$ cat src/hdl/owm_pkg.sv
// Shared types and constants for the one-wire bus master.
// Holds command codes, configuration indexes, phase encoding and port structs.
// No dependencies.
package owm_pkg;

  localparam logic [2:0] OP_NONE  = 3'd0;
  localparam logic [2:0] OP_RESET = 3'd1;
  localparam logic [2:0] OP_WBIT  = 3'd2;
  localparam logic [2:0] OP_RBIT  = 3'd3;
  localparam logic [2:0] OP_WBYTE = 3'd4;
  localparam logic [2:0] OP_RBYTE = 3'd5;

  localparam logic [2:0] CFG_RESET_LOW    = 3'd0;
  localparam logic [2:0] CFG_PRESENCE     = 3'd1;
  localparam logic [2:0] CFG_RESET_REC    = 3'd2;
  localparam logic [2:0] CFG_SLOT_LOW     = 3'd3;
  localparam logic [2:0] CFG_WRITE_SLOT   = 3'd4;
  localparam logic [2:0] CFG_READ_SAMPLE  = 3'd5;
  localparam logic [2:0] CFG_READ_REC     = 3'd6;

  localparam int DUR_WIDTH = 10;

  typedef enum logic [7:0] {
    PH_IDLE     = 8'b0000_0001,
    PH_RST_LOW  = 8'b0000_0010,
    PH_RST_WAIT = 8'b0000_0100,
    PH_RST_REC  = 8'b0000_1000,
    PH_SLOT_LOW = 8'b0001_0000,
    PH_WR_BODY  = 8'b0010_0000,
    PH_RD_WAIT  = 8'b0100_0000,
    PH_RD_REC   = 8'b1000_0000
  } phase_t;

  typedef struct packed {
    logic [9:0] reset_low_time;
    logic [9:0] presence_wait_time;
    logic [9:0] reset_recovery_time;
    logic [3:0] slot_low_time;
    logic [7:0] write_slot_time;
    logic [7:0] read_sample_time;
    logic [7:0] read_recovery_time;
  } cfg_t;

  // Packed so that drive_low lands in bit 0.
  typedef struct packed {
    logic       no_presence;
    logic [7:0] read_data;
    logic       done_res;
    logic       busy_res;
    logic       drive_low;
  } res_t;

endpackage

$ cat src/hdl/owm_core.sv
// Bus timing engine of the one-wire master: phase sequencer, tick counter,
// bit shifter and read/presence result registers. Depends on owm_pkg.
module owm_core #(
  parameter int COUNT_WIDTH = 10
) (
  input  logic          clk,
  input  logic          rst,
  input  logic          step,
  input  logic [2:0]    operation,
  input  logic [7:0]    write_data,
  input  logic          line_level,
  input  owm_pkg::cfg_t cfg,
  output owm_pkg::res_t res
);
  import owm_pkg::*;

  localparam int LW = (COUNT_WIDTH > DUR_WIDTH) ? COUNT_WIDTH : DUR_WIDTH;
  localparam logic [COUNT_WIDTH-1:0] CNT_MAX = '1;
  localparam logic [LW-1:0] LIM_MAX = LW'(CNT_MAX);

  phase_t                 phase, phase_next;
  logic [COUNT_WIDTH-1:0] tick_count, tick_count_next;
  logic [7:0]             shift_reg, shift_reg_next;
  logic [3:0]             bits_left, bits_left_next;
  logic [2:0]             command_kind;
  logic                   presence_flag, presence_flag_next;
  logic [7:0]             read_value, read_value_next;

  logic                   start;
  phase_t                 ph_eff;
  logic [COUNT_WIDTH-1:0] cnt_eff, cnt_inc;
  logic [7:0]             shift_eff, shift_smp, shift_end;
  logic [3:0]             bits_eff, bits_dec;
  logic [2:0]             kind_eff;
  logic                   is_write;
  logic [DUR_WIDTH-1:0]   dur;
  logic [LW-1:0]          lim;
  logic                   fin;
  logic                   drive, done;

  assign start = (phase == PH_IDLE) && (operation >= OP_RESET) && (operation <= OP_RBYTE);

  always_comb begin
    if (start) begin
      ph_eff   = (operation == OP_RESET) ? PH_RST_LOW : PH_SLOT_LOW;
      cnt_eff  = '0;
      kind_eff = operation;
      if (operation == OP_RESET) begin
        shift_eff = shift_reg;
        bits_eff  = bits_left;
      end else begin
        shift_eff = (operation == OP_RBIT || operation == OP_RBYTE) ? 8'd0 : write_data;
        bits_eff  = (operation == OP_WBYTE || operation == OP_RBYTE) ? 4'd8 : 4'd1;
      end
    end else begin
      ph_eff    = phase;
      cnt_eff   = tick_count;
      kind_eff  = command_kind;
      shift_eff = shift_reg;
      bits_eff  = bits_left;
    end
  end

  assign is_write = (kind_eff == OP_WBIT) || (kind_eff == OP_WBYTE);

  // Duration of the running phase, zero acts as one, clipped to the counter.
  always_comb begin
    unique case (ph_eff)
      PH_RST_LOW:  dur = cfg.reset_low_time;
      PH_RST_WAIT: dur = cfg.presence_wait_time;
      PH_RST_REC:  dur = cfg.reset_recovery_time;
      PH_SLOT_LOW: dur = DUR_WIDTH'(cfg.slot_low_time);
      PH_WR_BODY:  dur = DUR_WIDTH'(cfg.write_slot_time);
      PH_RD_WAIT:  dur = DUR_WIDTH'(cfg.read_sample_time);
      PH_RD_REC:   dur = DUR_WIDTH'(cfg.read_recovery_time);
      default:     dur = '0;
    endcase
  end

  always_comb begin
    lim = (dur == '0) ? LW'(1) : LW'(dur);
    if (lim > LIM_MAX) begin
      lim = LIM_MAX;
    end
  end

  assign cnt_inc  = (cnt_eff == CNT_MAX) ? cnt_eff : cnt_eff + 1'b1;
  assign fin      = LW'(cnt_inc) >= lim;
  assign shift_smp = {line_level, shift_eff[7:1]};
  assign bits_dec = (bits_eff != 4'd0) ? bits_eff - 4'd1 : 4'd0;

  always_comb begin
    phase_next         = ph_eff;
    tick_count_next    = cnt_eff;
    shift_reg_next     = shift_eff;
    bits_left_next     = bits_eff;
    presence_flag_next = presence_flag;
    read_value_next    = read_value;
    drive              = 1'b0;
    done               = 1'b0;
    shift_end          = shift_eff;

    unique case (ph_eff)
      PH_RST_LOW: begin
        drive           = 1'b1;
        tick_count_next = cnt_inc;
        if (fin) begin
          phase_next      = PH_RST_WAIT;
          tick_count_next = '0;
        end
      end
      PH_RST_WAIT: begin
        tick_count_next = cnt_inc;
        if (fin) begin
          presence_flag_next = line_level;
          tick_count_next    = '0;
          if (cfg.reset_recovery_time == '0) begin
            phase_next = PH_IDLE;
            done       = 1'b1;
          end else begin
            phase_next = PH_RST_REC;
          end
        end
      end
      PH_RST_REC: begin
        tick_count_next = cnt_inc;
        if (fin) begin
          phase_next      = PH_IDLE;
          tick_count_next = '0;
          done            = 1'b1;
        end
      end
      PH_SLOT_LOW: begin
        drive           = 1'b1;
        tick_count_next = cnt_inc;
        if (fin) begin
          phase_next      = is_write ? PH_WR_BODY : PH_RD_WAIT;
          tick_count_next = '0;
        end
      end
      PH_WR_BODY, PH_RD_WAIT, PH_RD_REC: begin
        drive           = (ph_eff == PH_WR_BODY) && !shift_eff[0];
        tick_count_next = cnt_inc;
        if (ph_eff == PH_RD_WAIT && fin) begin
          shift_reg_next  = shift_smp;
          shift_end       = shift_smp;
          tick_count_next = '0;
          if (cfg.read_recovery_time != '0) begin
            phase_next = PH_RD_REC;
          end
        end
        // Close the bit slot: write end, read recovery end, or sample with no recovery.
        if (fin && (ph_eff != PH_RD_WAIT || cfg.read_recovery_time == '0)) begin
          if (is_write) begin
            shift_end = {1'b0, shift_eff[7:1]};
          end
          shift_reg_next  = shift_end;
          bits_left_next  = bits_dec;
          tick_count_next = '0;
          if (bits_dec == 4'd0) begin
            if (kind_eff == OP_RBIT) begin
              read_value_next = {7'd0, shift_end[7]};
            end else if (kind_eff == OP_RBYTE) begin
              read_value_next = shift_end;
            end
            phase_next = PH_IDLE;
            done       = 1'b1;
          end else begin
            phase_next = PH_SLOT_LOW;
          end
        end
      end
      default: begin
      end
    endcase
  end

  always_ff @(posedge clk) begin
    if (rst) begin
      phase         <= PH_IDLE;
      tick_count    <= '0;
      shift_reg     <= '0;
      bits_left     <= '0;
      command_kind  <= OP_NONE;
      presence_flag <= 1'b0;
      read_value    <= '0;
    end else if (step) begin
      phase         <= phase_next;
      tick_count    <= tick_count_next;
      shift_reg     <= shift_reg_next;
      bits_left     <= bits_left_next;
      command_kind  <= kind_eff;
      presence_flag <= presence_flag_next;
      read_value    <= read_value_next;
    end
  end

  assign res.drive_low   = drive;
  assign res.busy_res    = (ph_eff != PH_IDLE);
  assign res.done_res    = done;
  assign res.read_data   = read_value_next;
  assign res.no_presence = presence_flag_next;

endmodule

$ cat src/hdl/onewire_bus_master.sv
// One-wire bus master top level: stream handshake, configuration registers
// and output register around owm_core. Depends on owm_pkg and owm_core.
//
// Usage: every transaction on the s_ side is one bus tick (one microsecond).
// s_tdata carries the command code, the byte to write and the sampled line
// level; a command is taken only on a tick where the master is idle, and
// ignored otherwise. Each tick produces exactly one m_ side transaction with
// the line drive, busy, done, last read data and last presence result.
// The configuration channel (cfg_valid/cfg_ready, cfg_index, cfg_data) sets
// the seven slot timing registers and is always ready. The user must write
// it only with the bus idle (not enforced). An index above six is dropped.
// A tick's result is registered and appears on m_ in the cycle after it.
// Throughput: one tick per cycle unless m_ stalls; each tick update is a pass
// through the core sequencer and counter compare into the output register.
// Reset: sequencer idle, counters and results cleared, timing registers at
// their defaults (480, 100, 380, 1, 60, 14, 45), output register empty.
// Stall: while m_tready is low and a result waits, s_tready drops and the
// sequencer holds; no tick is lost or repeated.
module onewire_bus_master #(
  parameter int COUNT_WIDTH = 10
) (
  input  logic        clk,
  input  logic        rst,
  input  logic        s_tvalid,
  output logic        s_tready,
  // [2:0] operation, [10:3] write_data, [11] line_level, [15:12] zero
  input  logic [15:0] s_tdata,
  output logic        m_tvalid,
  input  logic        m_tready,
  // [0] drive_low, [1] busy_res, [2] done_res, [10:3] read_data,
  // [11] no_presence, [15:12] zero
  output logic [15:0] m_tdata,
  input  logic        cfg_valid,
  output logic        cfg_ready,
  input  logic [2:0]  cfg_index,
  input  logic [9:0]  cfg_data
);
  import owm_pkg::*;

  cfg_t cfg;
  res_t res_now;
  res_t res_q;
  logic step;

  assign s_tready  = !m_tvalid || m_tready;
  assign step      = s_tvalid && s_tready;
  assign cfg_ready = 1'b1;

  always_ff @(posedge clk) begin
    if (rst) begin
      cfg.reset_low_time      <= 10'd480;
      cfg.presence_wait_time  <= 10'd100;
      cfg.reset_recovery_time <= 10'd380;
      cfg.slot_low_time       <= 4'd1;
      cfg.write_slot_time     <= 8'd60;
      cfg.read_sample_time    <= 8'd14;
      cfg.read_recovery_time  <= 8'd45;
    end else if (cfg_valid) begin
      unique case (cfg_index)
        CFG_RESET_LOW:   cfg.reset_low_time      <= cfg_data;
        CFG_PRESENCE:    cfg.presence_wait_time  <= cfg_data;
        CFG_RESET_REC:   cfg.reset_recovery_time <= cfg_data;
        CFG_SLOT_LOW:    cfg.slot_low_time       <= cfg_data[3:0];
        CFG_WRITE_SLOT:  cfg.write_slot_time     <= cfg_data[7:0];
        CFG_READ_SAMPLE: cfg.read_sample_time    <= cfg_data[7:0];
        CFG_READ_REC:    cfg.read_recovery_time  <= cfg_data[7:0];
        default: begin
        end
      endcase
    end
  end

  owm_core #(
    .COUNT_WIDTH(COUNT_WIDTH)
  ) u_core (
    .clk        (clk),
    .rst        (rst),
    .step       (step),
    .operation  (s_tdata[2:0]),
    .write_data (s_tdata[10:3]),
    .line_level (s_tdata[11]),
    .cfg        (cfg),
    .res        (res_now)
  );

  // Hold the result until the receiver takes it.
  always_ff @(posedge clk) begin
    if (rst) begin
      m_tvalid <= 1'b0;
    end else if (step) begin
      m_tvalid <= 1'b1;
    end else if (m_tready) begin
      m_tvalid <= 1'b0;
    end
  end

  always_ff @(posedge clk) begin
    if (step) begin
      res_q <= res_now;
    end
  end

  assign m_tdata = {4'd0, res_q};

endmodule
$ cat config.mk
export PLATFORM = sky130hd
export DESIGN_NAME = onewire_bus_master
export DESIGN_NICKNAME = d
export VERILOG_FILES = /design/src/hdl/owm_pkg.sv /design/src/hdl/owm_core.sv /design/src/hdl/onewire_bus_master.sv
export SDC_FILE = /design/constraint.sdc
export NUM_CORES = 1
export LEC_CHECK = 0
export ABC_AREA = 1
export BUFFER_PORTS_ARGS = -buffer_cell sky130_fd_sc_hd__clkbuf_2
export CAP_MARGIN = 20
export CORE_MARGIN = 5
export CORE_UTILIZATION = 30
export DETAILED_ROUTE_END_ITERATION = 10
export PLACE_DENSITY = 0.54
export RECOVER_POWER = 100
export SYNTH_ARGS = -nofsm -noshare
export SYNTH_HDL_FRONTEND = slang
export SYNTH_SLANG_ARGS = --single-unit
$ cat constraint.sdc
create_clock -name clk -period 6.1 [get_ports clk]
set_input_delay 1.22 -clock clk [delete_from_list [all_inputs] [get_ports clk]]
set_output_delay 1.22 -clock clk [all_outputs]
set_load 0.01 [all_outputs]
==> reports/qor.txt <==
Die Area: 0.0246 mm²
Share of cells above drive strength 1: 0.102
Setup Crit Path Kind: input pin to register
Initial antenna violation count: 0
Bufs on Longest Clock Path: 2
Gp weighted congestion: 0.799
Hold Path Class: register to register
Clk slew on worst S/H paths: 0.05 ns
Global-route wire length before repair: 29.9 mm
Fin Clk Skew: 0.0113 ns
WL met2: 8.03 mm
VDD IR-drop max: 0.207 mV
Maxcap violations: 2
Num rows: 53
Gate power share: 0.300
Metal3 WL: 920 µm
Power Dens Cells: 373 mW/mm²
Per-cell routed wire length: 14.1 µm
Failing checks: max-capacitance violations, max-slew violations
Synth top area cells: dfxtp_1 (31%), nand2_1 (14%), nand3_1 (9.4%), nor2_1 (6.8%), inv_1 (6.1%)
Die height: 157 µm
# nets final: 1067
CTS tree: yes
Vias/cell: 4.75
Initial core utilization: 0.306
Htree depth: 4
Dpl hpwl: 12.8 mm
Final-report max-slew violation count: 77
Unrepaired setup endpoints after global routing: false
Worst setup SP type: input pin
# IOs: 53
Syn Area/Cell: 6.57 µm²
Synth cell types: 44
Placed Cells: 1278
Ys flop type: dfxtp_1
Most frequent cell after synthesis: nand2_1
Antenna cells: 0
Setup bufs post-CTS: 0
Final Non-Filler Cells: 1310
Part of the power in registers: 0.298
Minimum clock period: 5.19 ns
Yosys reg bits: 113
Pin count of the biggest net entering global routing: 44
Max Fclk: 193 MHz
Clk Latency, worst-skew pair: 0.43 ns
Ys async rst share: 0
Number of global-route vias before repair: 5637
Num CTS Buffers: 17
Post-cts resize count: 0
Most instantiated cells after synthesis: nand2_1 (247), nand3_1 (122), nor2_1 (117), inv_1 (105), dfxtp_1 (101)
DRT Wirelength: 18.4 mm
Clock Power Share: 0.402
Fill cells: 2308
CP arrival: 5.36 ns
Final Worst Setup Slack: 0.905 ns
Most flop-heavy register: cfg
Post-Syn Instances: 986
DRC: 0
Final Cell Area: 0.00756 mm²
Nature of the critical path endpoint: register
Final setup vio count: 0
P_leak: 3.56 nW
Post-synth EDFFs: 12
Vias: 6222
CTS hold repair buffers: 0
Rel. slew slack: -0.111
Worst-margin pin slew: 1.67 ns
Synth warn: 0
Final period util: 0.852
Die W: 157 µm
Worst path required time: 6.27 ns
Worst slack, placed: 0.845 ns
Sw Pwr: 0.991 mW
Yosys top cell area share: 0.312
Router iterations before antenna repair: 7
DP Area: 0.00693 mm²
Internal: 1.83 mW
Core ar.: 0.0212 mm²
Final Hold Violating Endpoints: 0
Overflow after GRT: 0
DR top layer: met4
Post-synthesis sequential area ratio: 0.368
Post-layout util: 0.357
CTS root buffer: clkbuf_16
Gr usage total: 0.153
Syn-to-layout area delta: 16.6%
Post-route ant nets: 0
Synth area leader: dfxtp_1
Setup Total Neg Slack: 0 ns
IO Port Bufs: 43
CP Max Fanout: 14
Mapped Area: 0.00648 mm²
Wire length on met1: 9.32 mm
Largest register FFs: 58
# clock sinks: 113
Iteration-0 DRC Markers: 487
Status: complete, but fails checks
Net Sw Frac: 0.351
[power groups by stage]
stage          clock network, mW  logic (mW)  registers [mW]
3_3_place_gp                   0       0.847           0.854
6_report                    1.13       0.845           0.841
3_5_place_dp                   0       0.851           0.855
2_1_floorplan                  0       0.646           0.854
4_1_cts                     1.15       0.855           0.840
5_1_grt                     1.19       0.956           0.847
[metrics by stage]
stage,hold slack [ns],power [mW]
6_report,0.449,2.82
5_1_grt,0.479,2.99
4_1_cts,0.454,2.85
3_5_place_dp,0.445,1.71
3_3_place_gp,0.439,1.70
2_1_floorplan,0.425,1.50
[final cells by class]
| class | count | area (µm²) | area share |
|---|---|---|---|
| clock inverters | 6 | 138 | 0.0182 |
| flip-flops and latches | 113 | 2380 | 0.315 |
| clock buffers | 26 | 542 | 0.0717 |
| well taps | 275 | 344 | 0.0455 |
| repair buffers | 50 | 238 | 0.0315 |
| inverters | 114 | 430 | 0.0570 |
| multi-input cells | 726 | 3480 | 0.461 |
[path summary, 6_finish.rpt]
kind                                 from                   end  slack [ns]  depth (start not counted)
max                            s_tdata[2]  m_tdata[2]$_DFFE_PP_        0.91                         22
min                  cfg[25]$_SDFFE_PP0P_  cfg[25]$_SDFFE_PP0P_        0.45                          2
max reg2reg  u_core.phase[6]$_SDFFE_PP0P_  m_tdata[2]$_DFFE_PP_        1.46                         22
min reg2reg          cfg[25]$_SDFFE_PP0P_  cfg[25]$_SDFFE_PP0P_        0.45                          2
[routing by layer]
metal,vias to the layer above,global-route usage
met5,-,0
met4,0,0.0488
li1,3278,-
met2,139,0.232
met1,2791,0.219
met3,14,0.0300
[cell usage in the layout (no fill, tap or decap), types with 6 or more instances in the layout]
master,netlist,final
clkbuf_16,0,19
nand2_1,247,249
ha_1,11,11
dfxtp_1,101,101
edfxtp_1,12,12
o211ai_1,7,7
a21oi_1,55,55
xor2_1,6,6
nand4_1,15,15
nand3_1,122,122
o21ai_1,11,10
o21ai_0,72,73
inv_1,105,105
clkbuf_1,22,21
nand2_2,14,12
nor2_1,117,118
clkbuf_2,0,28
[cells by family after synthesis]
group | synth area share
and+or+nand+nor | 0.380
AOI/OAI and AO/OA | 0.127
buffers and inverters | 0.0940
DFF | 0.368
adders and majority gates | 0.0212
xor gates and xnor gates | 0.00946
other | 0.00116
[worst max-delay path, stage by stage]
cell and delay [ns]:
clkbuf_2 0.11, nor2_1 0.21, a21oi_2 0.12, nand2_4 0.19
inv_1 0.17, nor2_1 0.21, ha_1 0.21, nand4_1 0.16
nor3_1 0.54, nand3_2 0.32, o21ai_0 0.24, inv_1 0.09
ha_1 0.29, o21ai_0 0.07, nand2_1 0.07, nand2_1 0.08
nand3_1 0.21, nand2_1 0.17, inv_2 0.11, nand2_1 0.17
nor2_4 0.08, or2_2 0.30
(Power assumes the default switching activity.)
